`config.mk`:
```
export PLATFORM = sky130hd
export DESIGN_NAME = zero_run_magnitude_tokenizer_core
export DESIGN_NICKNAME = d
export VERILOG_FILES = /design/src/rtl/zrmt_pkg.sv /design/src/rtl/zero_run_magnitude_tokenizer_core.sv /design/src/rtl/zrmt_shift_unit.sv /design/src/rtl/zrmt_byte_class.sv
export SDC_FILE = /design/constraint.sdc
export NUM_CORES = 1
export LEC_CHECK = 0
export BUFFER_PORTS_ARGS = -buffer_cell sky130_fd_sc_hd__buf_2
export CAP_MARGIN = 40
export CORE_UTILIZATION = 61
export CTS_CLUSTER_DIAMETER = 60
export DETAILED_ROUTE_END_ITERATION = 10
export HOLD_SLACK_MARGIN = 0.02
export PLACE_DENSITY = 0.82
export SLEW_MARGIN = 20
export SYNTH_ARGS = -nofsm -noshare
export SYNTH_HDL_FRONTEND = slang
export SYNTH_SLANG_ARGS = --single-unit
```
`constraint.sdc`:
```
create_clock -name i_clk -period 4.3 [get_ports i_clk]
set_input_delay 0.43 -clock i_clk [delete_from_list [all_inputs] [get_ports i_clk]]
set_output_delay 0.43 -clock i_clk [all_outputs]
set_load 0.01 [all_outputs]
```
`src/rtl/zrmt_pkg.sv`:
```
`timescale 1ns / 1ps
package zrmt_pkg;

    localparam int RUN_COUNT_BITS = 16;
    localparam int LEN_W          = RUN_COUNT_BITS + 1;
    localparam int POS_W          = $clog2(RUN_COUNT_BITS + 1);

    localparam logic [6:0] SYM_ONE    = 7'd2;
    localparam logic [6:0] CLASS_BASE = 7'd3;
    localparam logic [2:0] MODEL_RUN  = 3'd0;

    localparam logic [7:0] CLASS_OFFSET [7] = '{8'd2, 8'd4, 8'd8, 8'd16, 8'd32, 8'd64, 8'd128};

    typedef struct packed {
        logic [7:0] byte_value;
        logic       block_end;
    } t_in_word;

    typedef struct packed {
        logic [2:0] model_index;
        logic [6:0] token_symbol;
        logic       last_of_run;
        logic       run_overflow;
    } t_out_word;

    typedef struct packed {
        logic             load;
        logic             shift;
        logic [LEN_W-1:0] load_len;
    } t_shift_cmd;

    typedef struct packed {
        logic lead;
        logic bit_below;
        logic pos_one;
    } t_shift_stat;

endpackage

```
`src/rtl/zero_run_magnitude_tokenizer_core.sv`:
```
`timescale 1ns / 1ps
// channel | valid   | stall   | word
// input   | i_valid | o_stall | i_in_word  (byte_value, block_end)
// output  | o_valid | i_stall | o_out_word (model_index, token_symbol, last_of_run, run_overflow)
//
// A zero byte that is not final only extends the run count and gives no word.
// A run flush normalizes n+1 in the shift unit, then sends one run token per cycle
// while the output is not stalled.
// A byte of one adds a class token, any other non-zero byte a class and a remainder token.
// Output word is registered; the next input word is taken while it waits.
// Synchronous active-low reset clears the run counter, overflow flag, output valid and sequencer.
module zero_run_magnitude_tokenizer_core (
    input  logic               i_clk,
    input  logic               i_rst_n,
    input  logic               i_valid,
    output logic               o_stall,
    input  zrmt_pkg::t_in_word i_in_word,
    output logic               o_valid,
    input  logic               i_stall,
    output zrmt_pkg::t_out_word o_out_word
);
    import zrmt_pkg::*;

    localparam logic [2:0] S_IDLE = 3'd0;
    localparam logic [2:0] S_NORM = 3'd1;
    localparam logic [2:0] S_RUN  = 3'd2;
    localparam logic [2:0] S_CLS  = 3'd3;
    localparam logic [2:0] S_REM  = 3'd4;

    logic [2:0]                r_state, n_state;
    logic [RUN_COUNT_BITS-1:0] r_run_count, n_run_count;
    logic                      r_ovf, n_ovf;
    logic                      r_flush_ovf, n_flush_ovf;
    logic [7:0]                r_byte, n_byte;
    logic                      r_has_byte, n_has_byte;
    logic                      r_o_valid, n_o_valid;
    t_out_word                 r_out, n_out;

    t_shift_cmd                shift_cmd;
    t_shift_stat               shift_stat;
    logic [2:0]                byte_model;
    logic [6:0]                byte_sym;
    logic [6:0]                byte_rem;

    logic                      in_take;
    logic                      out_free;
    logic                      is_zero;
    logic [RUN_COUNT_BITS-1:0] cnt_zero;
    logic                      ovf_zero;
    logic [RUN_COUNT_BITS-1:0] cnt_flush;
    logic                      ovf_flush;

    zrmt_shift_unit u_shift (
        .i_clk   (i_clk),
        .i_rst_n (i_rst_n),
        .i_cmd   (shift_cmd),
        .o_stat  (shift_stat)
    );

    zrmt_byte_class u_class (
        .i_byte      (r_byte),
        .o_model     (byte_model),
        .o_class_sym (byte_sym),
        .o_remainder (byte_rem)
    );

    assign o_stall  = (r_state != S_IDLE);
    assign in_take  = i_valid && !o_stall;
    assign out_free = !r_o_valid || !i_stall;
    assign is_zero  = (i_in_word.byte_value == 8'd0);

    assign cnt_zero  = (&r_run_count) ? r_run_count : r_run_count + RUN_COUNT_BITS'(1);
    assign ovf_zero  = r_ovf || (&r_run_count);
    assign cnt_flush = is_zero ? cnt_zero : r_run_count;
    assign ovf_flush = is_zero ? ovf_zero : r_ovf;

    always_comb begin
        n_state     = r_state;
        n_run_count = r_run_count;
        n_ovf       = r_ovf;
        n_flush_ovf = r_flush_ovf;
        n_byte      = r_byte;
        n_has_byte  = r_has_byte;
        n_o_valid   = r_o_valid;
        n_out       = r_out;
        shift_cmd   = '0;
        shift_cmd.load_len = {1'b0, cnt_flush} + {{RUN_COUNT_BITS{1'b0}}, 1'b1};

        if (r_o_valid && !i_stall) begin
            n_o_valid = 1'b0;
        end

        case (r_state)
            S_IDLE: begin
                if (in_take) begin
                    n_byte     = i_in_word.byte_value;
                    n_has_byte = !is_zero;
                    if ((is_zero && i_in_word.block_end) ||
                        (!is_zero && (r_run_count != '0))) begin
                        shift_cmd.load = 1'b1;
                        n_flush_ovf    = ovf_flush;
                        n_run_count    = '0;
                        n_ovf          = 1'b0;
                        n_state        = S_NORM;
                    end else if (is_zero) begin
                        n_run_count = cnt_zero;
                        n_ovf       = ovf_zero;
                    end else begin
                        n_state = S_CLS;
                    end
                end
            end
            S_NORM: begin
                if (shift_stat.lead) begin
                    n_state = S_RUN;
                end else begin
                    shift_cmd.shift = 1'b1;
                end
            end
            S_RUN: begin
                if (out_free) begin
                    shift_cmd.shift         = 1'b1;
                    n_o_valid               = 1'b1;
                    n_out.model_index       = MODEL_RUN;
                    n_out.token_symbol      = {6'd0, shift_stat.bit_below};
                    n_out.last_of_run       = shift_stat.pos_one && !r_has_byte;
                    n_out.run_overflow      = r_flush_ovf;
                    if (shift_stat.pos_one) begin
                        n_state = r_has_byte ? S_CLS : S_IDLE;
                    end
                end
            end
            S_CLS: begin
                if (out_free) begin
                    n_o_valid          = 1'b1;
                    n_out.model_index  = MODEL_RUN;
                    n_out.token_symbol = byte_sym;
                    n_out.last_of_run  = (byte_sym == SYM_ONE);
                    n_out.run_overflow = 1'b0;
                    n_state            = (byte_sym == SYM_ONE) ? S_IDLE : S_REM;
                end
            end
            S_REM: begin
                if (out_free) begin
                    n_o_valid          = 1'b1;
                    n_out.model_index  = byte_model;
                    n_out.token_symbol = byte_rem;
                    n_out.last_of_run  = 1'b1;
                    n_out.run_overflow = 1'b0;
                    n_state            = S_IDLE;
                end
            end
            default: begin
                n_state = S_IDLE;
            end
        endcase
    end

    always_ff @(posedge i_clk) begin
        if (!i_rst_n) begin
            r_state     <= S_IDLE;
            r_run_count <= '0;
            r_ovf       <= 1'b0;
            r_o_valid   <= 1'b0;
        end else begin
            r_state     <= n_state;
            r_run_count <= n_run_count;
            r_ovf       <= n_ovf;
            r_o_valid   <= n_o_valid;
        end
        r_flush_ovf <= n_flush_ovf;
        r_byte      <= n_byte;
        r_has_byte  <= n_has_byte;
        r_out       <= n_out;
    end

    assign o_valid    = r_o_valid;
    assign o_out_word = r_out;

    a_nonzero_busy: assert property (@(posedge i_clk) disable iff (!i_rst_n)
        (in_take && !is_zero) |=> o_stall)
        else $error("non-zero byte did not start a token sequence");

    a_more_follows: assert property (@(posedge i_clk) disable iff (!i_rst_n)
        (o_valid && !i_stall && !o_out_word.last_of_run) |=> o_valid)
        else $error("token sequence broken before its last word");

    a_ovf_model: assert property (@(posedge i_clk) disable iff (!i_rst_n)
        (o_valid && o_out_word.run_overflow) |-> (o_out_word.model_index == MODEL_RUN))
        else $error("overflow flag on a non-run token");

    a_count_cleared: assert property (@(posedge i_clk) disable iff (!i_rst_n)
        ((r_state == S_NORM) || (r_state == S_RUN)) |-> (r_run_count == '0))
        else $error("run counter not cleared during flush");

endmodule

```
`src/rtl/zrmt_shift_unit.sv`:
```
`timescale 1ns / 1ps
module zrmt_shift_unit (
    input  logic                 i_clk,
    input  logic                 i_rst_n,
    input  zrmt_pkg::t_shift_cmd i_cmd,
    output zrmt_pkg::t_shift_stat o_stat
);
    import zrmt_pkg::*;

    logic [LEN_W-1:0] r_len, n_len;
    logic [POS_W-1:0] r_pos, n_pos;

    always_comb begin
        n_len = r_len;
        n_pos = r_pos;
        if (i_cmd.load) begin
            n_len = i_cmd.load_len;
            n_pos = POS_W'(RUN_COUNT_BITS);
        end else if (i_cmd.shift) begin
            n_len = {r_len[LEN_W-2:0], 1'b0};
            n_pos = r_pos - POS_W'(1);
        end
    end

    always_ff @(posedge i_clk) begin
        if (!i_rst_n) begin
            r_pos <= '0;
        end else begin
            r_pos <= n_pos;
        end
        r_len <= n_len;
    end

    assign o_stat.lead      = r_len[LEN_W-1];
    assign o_stat.bit_below = r_len[LEN_W-2];
    assign o_stat.pos_one   = (r_pos == POS_W'(1));

endmodule

```
`src/rtl/zrmt_byte_class.sv`:
```
`timescale 1ns / 1ps
module zrmt_byte_class (
    input  logic [7:0] i_byte,
    output logic [2:0] o_model,
    output logic [6:0] o_class_sym,
    output logic [6:0] o_remainder
);
    import zrmt_pkg::*;

    logic [2:0] lead;
    logic [2:0] cls;
    logic [7:0] diff;

    always_comb begin
        lead = 3'd0;
        for (int b = 1; b < 8; b++) begin
            if (i_byte[b]) begin
                lead = 3'(b);
            end
        end
    end

    // class index = leading one position minus one; clamped for bytes 0 and 1
    assign cls         = (lead == 3'd0) ? 3'd0 : lead - 3'd1;
    assign diff        = i_byte - CLASS_OFFSET[cls];
    assign o_model     = lead;
    assign o_class_sym = (i_byte[7:1] == 7'd0) ? SYM_ONE : CLASS_BASE + {4'd0, cls};
    assign o_remainder = diff[6:0];

endmodule
```
# Word level (Yosys, flattened, before mapping)
# Memory sizes are Yosys's and may differ from the RTL's.
# Index checks and enable logic that the tools add are counted.
[totals] reg_bits=65 romBits=64 in_bits=13 wordCells=109 n_memories=1
[op_classes] n_addsub=6 magnitude_cmp=1 n_eq_ne=13 muxes=44 bitwise_logic=2 n_reduce_logical=28
[memory_table] name="(no name shown)" depth=8 word_bits=8 read_ports=1 rd_ports_with_merged_regs=0 write_ports=0 line_no="zrmt_byte_class.sv:25" source="assign diff = i_byte - CLASS_OFFSET[cls];"
[op_table] op="16-bit two-way mux" count=3
[op_table] op="3-bit two-way mux" count=14
[op_table] op="12-bit two-way mux" count=3
[op_table] op="12-bit one-hot mux with 3 select lines" count=1
[op_table] op="17-bit two-way mux" count=2
[op_table] op="7-bit two-way mux" count=3
[op_table] op="16-bit by 1-bit adder with 17-bit output, second input constant" count=1
[op_table] op="16-bit by 1-bit adder with 16-bit output, second input constant" count=1
[op_table] op="16-bit AND reduction" count=1
[op_table] op="16-bit nonzero test" count=1
[op_table] op="3-bit one-hot mux with 5 select lines" count=1
[op_table] op="1-bit two-way mux" count=11
[op_table] op="5-bit two-way mux" count=2
[op_table] op="2-bit inequality test, second input constant" count=5
[op_table] op="8-bit logical NOT" count=1
[op_table] op="7-bit by 2-bit == test with 1-bit output, second input constant" count=1
[op_table] op="7-bit logical NOT" count=1
[op_table] op="7-bit AND reduction" count=1
[op_table] op="7-bit subtractor" count=1
[op_table] op="3-bit by 2-bit == test with 1-bit output, second input constant" count=2
[op_table] op="3-bit logical NOT" count=2
[op_table] op="2-bit two-way mux" count=3
[op_table] op="3-bit nonzero test" count=2
[op_table] op="5-bit by 1-bit == test with 1-bit output, second input constant" count=1
[op_table] op="20 further kinds" count=30

# Longest topological paths before layout
# Gate-level depths: netlist of run 1.
[depth] depth_word=16 depth_mapped=16 ltp_nobuf=16

# Hierarchy
# A second synthesis of run 1 with hierarchy kept.
[hier_totals] cells_unflattened=451 hier_area_um2=4296.6
[modules_own_cells] module="zero_run_magnitude_tokenizer_core" n_inst=1 cells_per_inst=316 area_each_um2=2808.9 seq_area_each_um2=1081.0
[modules_own_cells] module="zrmt_shift_unit" n_inst=1 cells_per_inst=63 area_each_um2=969.7 seq_area_each_um2=610.6
[modules_own_cells] module="zrmt_byte_class" n_inst=1 cells_per_inst=72 area_each_um2=518.0 seq_area_each_um2=0.0

# Least setup slack after synthesis of run 1
# Ideal clock, no wire load.
[synth_timing] path_kind="register to register" startpoint="register r_byte[5]" endpoint="register r_out (netlist bit o_out_word[8]) (data pin)" arrival_time_ns=2.796 t_required_ns=4.035 path_slack_ns=1.240 path_stages_with_launch=16 n_path_buf=0 cell_sequence="edfxtp_1 > o31ai_1 > nor3_1 > ha_1 > nor2_1 > inv_1 > ha_1 > nor2b_1 > ha_1 > inv_1 > a21o_1 > a21o_1 > a21o_1 > a21oi_1 > xor3_1 > nor2_1"
[synth_rtl] element="from (decl)" line_no="zero_run_magnitude_tokenizer_core.sv:34" source="logic [7:0] r_byte, n_byte;"
[synth_rtl] element="from (signal assigned)" line_no="zero_run_magnitude_tokenizer_core.sv:172" source="r_byte <= n_byte;"
[synth_rtl] element="to (signal assigned)" line_no="zero_run_magnitude_tokenizer_core.sv:174" source="r_out <= n_out;"
[synth_rtl] element="to (decl)" line_no="zero_run_magnitude_tokenizer_core.sv:37" source="t_out_word r_out, n_out;"

# Final worst setup path of run 1
[layout_timing] startpoint="register r_run_count[1]" endpoint="register u_shift.r_len[14] (data pin)"
[layout_via] elab_chain_cells=7
[layout_lines] element="from (decl)" line_no="zero_run_magnitude_tokenizer_core.sv:31" source="logic [RUN_COUNT_BITS-1:0] r_run_count, n_run_count;"
[layout_lines] element="from (signal assigned)" line_no="zero_run_magnitude_tokenizer_core.sv:167" source="r_run_count <= n_run_count;"
[layout_lines] element="branches (longest 6 deep; another with 16-bit by 1-bit adder with 17-bit output)"
[layout_lines] element="17-bit two-way mux (*)" line_no="zrmt_shift_unit.sv:16" source="if (i_cmd.load) begin"
[layout_lines] element="via u_shift.n_len[14]" line_no="zrmt_shift_unit.sv:10" source="logic [LEN_W-1:0] r_len, n_len;"
[layout_lines] element="to (signal assigned)" line_no="zrmt_shift_unit.sv:31" source="r_len <= n_len;"
[layout_lines] element="to (decl)" line_no="zrmt_shift_unit.sv:10"
# Mark *: on every way through the listed nets, which the timed path passes.
# A chain may end at the register's enable or synchronous reset.

==> results of run 1 <==
[power groups by stage]
stage / clock network (mW) / logic (mW) / registers, mW
global route: 0.673 / 0.769 / 1.02
CTS: 0.642 / 0.691 / 1.00
detailed placement: 0 / 0.683 / 1.01
global placement: 0 / 0.656 / 1.00
floorplan: 0 / 0.479 / 1.00
finish: 0.634 / 0.691 / 1.00
[cell families after synthesis]
kind of cell,count (synthesis),share of synthesized area
and+or+nand+nor,184,0.2489
AOI/OAI and AO/OA,106,0.1700
DFF,65,0.4103
buffers and inverters,42,0.05038
xor gates and xnor gates,29,0.06525
adders and majority gates,15,0.04735
muxes,3,0.007890
[routing by layer]
layer,up-vias,part of all wire,routed length (microns),global-route usage
met5,-,0,0,0
met3,24,0.063,572,0.07670
met4,0,0.023,206,0.1191
li1,1666,-,-,-
met1,1597,0.44,3965,0.3403
met2,118,0.48,4331,0.4508
[cells in the final DEF, fill, tap and decap left out, drive strengths merged, types with 6 or more instances in the layout]
| cell type | netlist | layout |
|---|---|---|
| clkbuf | 14 | 11 |
| dfxtp | 26 | 26 |
| edfxtp | 39 | 39 |
| inv | 19 | 19 |
| nor4 | 9 | 9 |
| nor2b | 11 | 11 |
| xnor2 | 15 | 15 |
| nor2 | 35 | 35 |
| buf | 9 | 32 |
| and2 | 11 | 11 |
| a21oi | 15 | 15 |
| nand3 | 13 | 13 |
| nand4 | 10 | 10 |
| or4 | 8 | 8 |
| a22oi | 6 | 6 |
| nor3 | 9 | 9 |
| ha | 14 | 14 |
| xor2 | 13 | 13 |
| a31oi | 8 | 8 |
| o21ai | 34 | 34 |
| nand2 | 53 | 53 |
[per-stage QoR]
| step | util | instance area [sq um] | std cells | setup WS, ns |
|---|---|---|---|---|
| global placement | 0.6618 | 4250 | 529 | 0.8910 |
| detailed placement | 0.6630 | 4258 | 530 | 0.7436 |
| global route | 0.7015 | 4506 | 546 | 0.3422 |
| CTS | 0.7015 | 4506 | 546 | 0.7349 |
| finish | 0.7015 | 4506 | 546 | 0.6966 |
| floorplan | - | 4123 | 444 | 1.240 |
[critical path, cell delays in order (launching register included)]
cell     delay [ns]
dfxtp_1        0.43
ha_1           0.41
nand4_2        0.22
nor4_4         0.61
nor2_1         0.27
o21ai_0        0.31
ha_1           0.24
o221a_2        0.26
nand3_2        0.12
or3_1          0.37
a31oi_1        0.20
[final cells by class]
class / instances / area (sq um) / area share
flip-flops and latches: 65 / 1692 / 0.3755
multi-input cells: 337 / 2223 / 0.4935
clock buffers: 11 / 162.7 / 0.03610
repair buffers: 32 / 175.2 / 0.03888
clock inverters: 5 / 85.08 / 0.01888
well taps: 77 / 96.34 / 0.02138
inverters: 19 / 71.32 / 0.01583
[registers in the layout, summed over array words and instances, names as in the netlist]
name,cells
o_valid,1
r_state,3
r_has_byte,1
r_byte,8
r_flush_ovf,1
r_ovf,1
u_shift.r_len,17
u_shift.r_pos,5
r_run_count,16
o_out_word,12
[worst max-delay path by stage]
stage / start / endpoint / slack, ns / cells past startpoint
2_1_floorplan: r_byte[5] / o_out_word[8] / 1.24 / 15
3_3_place_gp: r_byte[5] / o_out_word[8] / 0.89 / 12
3_5_place_dp: r_run_count[1] / u_shift.r_len[14] / 0.74 / 10
4_1_cts: r_run_count[1] / u_shift.r_len[14] / 0.73 / 10
5_1_grt: r_run_count[1] / u_shift.r_len[14] / 0.34 / 10
6_report: r_run_count[1] / u_shift.r_len[14] / 0.70 / 10
==> results_dict.tcl, run 1 <==
set metrics [dict create \
    hold_depth 1 \
    drt-initial-drc-count 248 \
    fp-row-count 29 \
    rsz0062_at_grt "no" \
    drt-total-wl_microns 9075 \
    n_antenna_cell 0 \
    root_buffer "clkbuf_8" \
    final_nets 492 \
    yosysWarnings 0 \
    synth_flop_cell "edfxtp_1" \
    required_ns 4.50 \
    chipHeight_microns 84.21 \
    die_w_microns 84.21 \
    yosysMostFrequentCell "nand2_1" \
    vdd_drop_max_mv 0.4091 \
    status "finished with violations" \
    overflow 0 \
    internal-power_mw 1.554 \
    synth_cells 444 \
    hold_class "input port to register" \
    critical_path_arrival_ns 3.80 \
    slew_headroom 0.4525 \
    syn_area_sq_um 4123 \
    clk_pin_slew_ns 0.08 \
    vias_per_cell 6.236 \
    antenna_found_initial 0 \
    worst_hold_startpoint "i_in_word[7]" \
    grt_max_degree 23 \
    dieArea_sq_um 7091 \
    grtUsageTotal 0.2746 \
    htreeDepth 3 \
    area_growth_pct 9.287 \
    first_pass_iters 8 \
    post_cts_resized 0 \
    yosysTopAreaCell "edfxtp_1" \
    comb_power_share 0.297 \
    power.total_mw 2.327 \
    fin_worst_skew_ns 0.01145 \
    startpoint_type "register" \
    gp_congestion 0.9722 \
    p_sw_uw 773.5 \
    r2r_start "r_run_count[1]" \
    p_seq_frac 0.431 \
    grt_pass1_vias 3197 \
    cts_max_path_buffers 2 \
    setup_tns_ns 0 \
    tightest_slew_ns 0.8137 \
    violations "design-rule violations" \
    switching_share 0.3323 \
    synth.area.top_cells "edfxtp_1 (28%), dfxtp_1 (13%), nand2_1 (4.7%)" \
    cts_tree "yes" \
    hold-path-endpoint "r_byte[6]" \
    synth_seq_cells 65 \
    r2r-end "u_shift.r_len[14]" \
    r2r.worst_path.cells 10 \
    finalHoldViolations 0 \
    portBuffers 26 \
    vias 3405 \
    synth_nets 472 \
    p_clk_frac 0.272 \
    clk_latency_ns 0.35 \
    p_leak_nw 1.664 \
    ioPinCount 27 \
    power.density_nw_per_um2 516.6 \
    fmax_mhz 277.5 \
    drt-wirelength-per-cell_microns 16.62 \
    ant_nets 0 \
    cp_max_fo 12 \
    initial_utilization 0.6419 \
    synth_top_area_share 0.2841 \
    setup_viol_count_final 0 \
    synthArstFlopShare 0 \
    drc_errors 10 \
    clock_sinks 65 \
    synthTopCellsByCount "nand2_1 (52), edfxtp_1 (39), nor2_1 (35), o21ai_0 (34), dfxtp_1 (26)" \
    drive_gt1_frac 0.1471 \
    cts_hold_repair.buffers 0 \
    n_fill_cell 506 \
    slew_violations 0 \
    synth_edf_count 39 \
    core_sq_um 6422 \
    dp_hpwl_microns 6425 \
    worst-setup-path-type "register to register" \
    whs_ns 0.3092 \
    timing.final.crit_share 0.8380 \
    cp-end-kind "register" \
    avgSynthCellArea_sq_um 9.285 \
    grt_first_pass_wirelength_microns 15150 \
    yosysSeqAreaShare 0.4103 \
    cap_violations 0 \
    ff2ff_setup_slack_ns 0.70 \
    ys_types 69 \
    finalCriticalPeriod_ns 3.603 \
    postCtsSetupBuffers 0 \
    cts_buffers 9 \
]
Power figures use the tool's default switching activity.
==> run 2: changes to the inputs <==
--- a/config.mk
+++ b/config.mk
@@ -7,11 +7,11 @@
 export LEC_CHECK = 0
 export BUFFER_PORTS_ARGS = -buffer_cell sky130_fd_sc_hd__buf_2
 export CAP_MARGIN = 40
-export CORE_UTILIZATION = 61
+export CORE_UTILIZATION = 55
 export CTS_CLUSTER_DIAMETER = 60
 export DETAILED_ROUTE_END_ITERATION = 10
 export HOLD_SLACK_MARGIN = 0.02
-export PLACE_DENSITY = 0.82
+export PLACE_DENSITY = 0.78
 export SLEW_MARGIN = 20
 export SYNTH_ARGS = -nofsm -noshare
 export SYNTH_HDL_FRONTEND = slang
==> constraint.sdc (replaced) <==
create_clock -name i_clk -period 3.3 [get_ports i_clk]
set_input_delay 0.33 -clock i_clk [delete_from_list [all_inputs] [get_ports i_clk]]
set_output_delay 0.33 -clock i_clk [all_outputs]
set_load 0.01 [all_outputs]
==> run 2 against run 1 <==
Compared with the run above: the flow now finishes without violations; clock skew down 0.00065 ns; largest cell class unchanged; utilization down 4.8 points; routed wire length up 5.4%.
==> results_dict.tcl, run 2 (same netlist as run 1, synthesis figures left out) <==
set metrics [dict create \
    status "completed" \
    p_sw_mw 1.021 \
    cp_common_cell "a21o_1" \
    clk_pin_slew_ns 0.08 \
    area_growth_pct 14.96 \
    ioPinCount 27 \
    worst-setup-path-type "register to register" \
    die_w_microns 88.58 \
    dp_hpwl_microns 6699 \
    largest_register_ffs 17 \
    r2r.worst_path.cells 16 \
    hold-path-endpoint "r_byte[5]" \
    cp_max_fo 4 \
    tightest_slew_ns 0.5980 \
    critical_path_arrival_ns 3.30 \
    overflow 0 \
    grtUsageTotal 0.2733 \
    setup_ws_ns 0.1058 \
    n_fill_cell 613 \
    ant_nets 0 \
    utilization 0.6534 \
    internal-power_mw 2.025 \
    gp_congestion 0.9198 \
    final_cell_mix "nand2_1 (52), edfxtp_1 (39), nor2_1 (33), o21ai_0 (33), buf_4 (28)" \
    cts_tree "yes" \
    r2r-end "o_out_word[8]" \
    fmax_mhz 313.1 \
    cts_buffers 9 \
    chipHeight_microns 88.58 \
    n_antenna_cell 0 \
    power.density_nw_per_um2 642.6 \
    vias 3492 \
    path_buf_inv 2 \
    p_clk_frac 0.256 \
    cap_violations 0 \
    cts_max_path_buffers 2 \
    slew_violations 0 \
    setup_viol_count_final 0 \
    cts_hold_repair.buffers 0 \
    required_ns 3.40 \
    root_buffer "clkbuf_8" \
    finalHoldViolations 0 \
    hold_depth 1 \
    stdcell_count 590 \
    hold_class "input port to register" \
    comb_power_share 0.317 \
    startpoint_type "register" \
    r2r_start "r_byte[2]" \
    core_sq_um 7253 \
    first_pass_iters 5 \
    slew_headroom 0.5998 \
    top_register "u_shift.r_len" \
    crit_slowest_cell "edfxtp_1" \
    p_seq_frac 0.427 \
    drt-wirelength-per-cell_microns 16.21 \
    fin_worst_skew_ns 0.01080 \
    post-place-ws_ns -0.06231 \
    grt_pass1_vias 3375 \
    grt_max_degree 27 \
    switching_share 0.3351 \
    setup_tns_ns 0 \
    worst_hold_startpoint "i_in_word[6]" \
    drt-total-wl_microns 9562 \
    critical_path.max_stage_delay_ns 0.44 \
    vias_per_cell 5.919 \
    drt-initial-drc-count 184 \
    path_cells "nand2b_1 -> a21oi_2 -> nor2_1 -> o21ba_2 -> a21oi_1 -> inv_1 -> ha_1 -> nor2b_2 -> ha_1 -> inv_1 -> a21o_1 -> a21o_1 -> a21o_1 -> a21oi_2 -> xor3_1 -> nor2_1" \
    clock_sinks 65 \
    htreeDepth 3 \
    drc_errors 0 \
    portBuffers 26 \
    final_nets 514 \
    power.total_mw 3.046 \
    fp-row-count 31 \
    cp-end-kind "register" \
    timing.final.crit_share 0.9679 \
    dieArea_sq_um 7846 \
    cpLargestDelayFamily "compound AO/OA/AOI/OAI gates" \
    drive_gt1_frac 0.2016 \
    vdd_drop_max_mv 0.3249 \
    grt_first_pass_wirelength_microns 16020 \
    p_leak_nw 1.781 \
    dp_cells 570 \
    antenna_found_initial 0 \
    initial_utilization 0.5684 \
    ff2ff_setup_slack_ns 0.11 \
    clk_latency_ns 0.36 \
    final_common_cell "nand2_1" \
    finalCriticalPeriod_ns 3.194 \
]
## run 2: worst max path at each step
stage | start | cells past startpoint | end
after floorplan | r_byte[5] | 15 | o_out_word[8]
after global placement | r_byte[2] | 16 | o_out_word[8]
after detailed placement | r_byte[2] | 16 | o_out_word[8]
after CTS | r_byte[2] | 16 | o_out_word[8]
after global routing | r_byte[2] | 16 | o_out_word[8]
final | r_byte[2] | 16 | o_out_word[8]
## run 2: stage by stage
stage               hold slack, ns  cell area (sq um)
floorplan                   0.4289               4123
global placement            0.4578               4420
detailed placement          0.4684               4420
CTS                         0.2121               4668
global route                0.2097               4740
finish                      0.2167               4740
## run 2: power by group through the flow
| stage | sequential [mW] | clock, mW | combinational, mW |
|---|---|---|---|
| after floorplan | 1.31 | 0 | 0.624 |
| after global placement | 1.31 | 0 | 0.886 |
| after detailed placement | 1.32 | 0 | 0.909 |
| after CTS | 1.30 | 0.787 | 0.926 |
| after global routing | 1.33 | 0.819 | 1.08 |
| final | 1.30 | 0.780 | 0.964 |
## run 2: routing by layer
layer,share of wire,up-vias,GRT usage
met5,0,-,0
met4,0.025,0,0.1364
met3,0.052,24,0.06530
met2,0.49,109,0.4510
met1,0.43,1649,0.3349
li1,-,1710,-
## run 2: cell type report
type	instances	area [sq um]	area share
Timing Repair Buffer	54	340.3	0.07181
Tap cell	99	123.9	0.02614
Inverter	19	71.32	0.01505
Sequential cell	65	1692	0.3569
Clock buffer	13	191.4	0.04039
Multi-Input combinational cell	337	2278	0.4807
Clock inverter	3	42.54	0.008976
## run 2: timing repair
item,in CTS,in global routing
buffers inserted,0,4
resized for setup,3,9
pin swaps,0,1
setup endpoints to repair,2,2
gates cloned,0,0
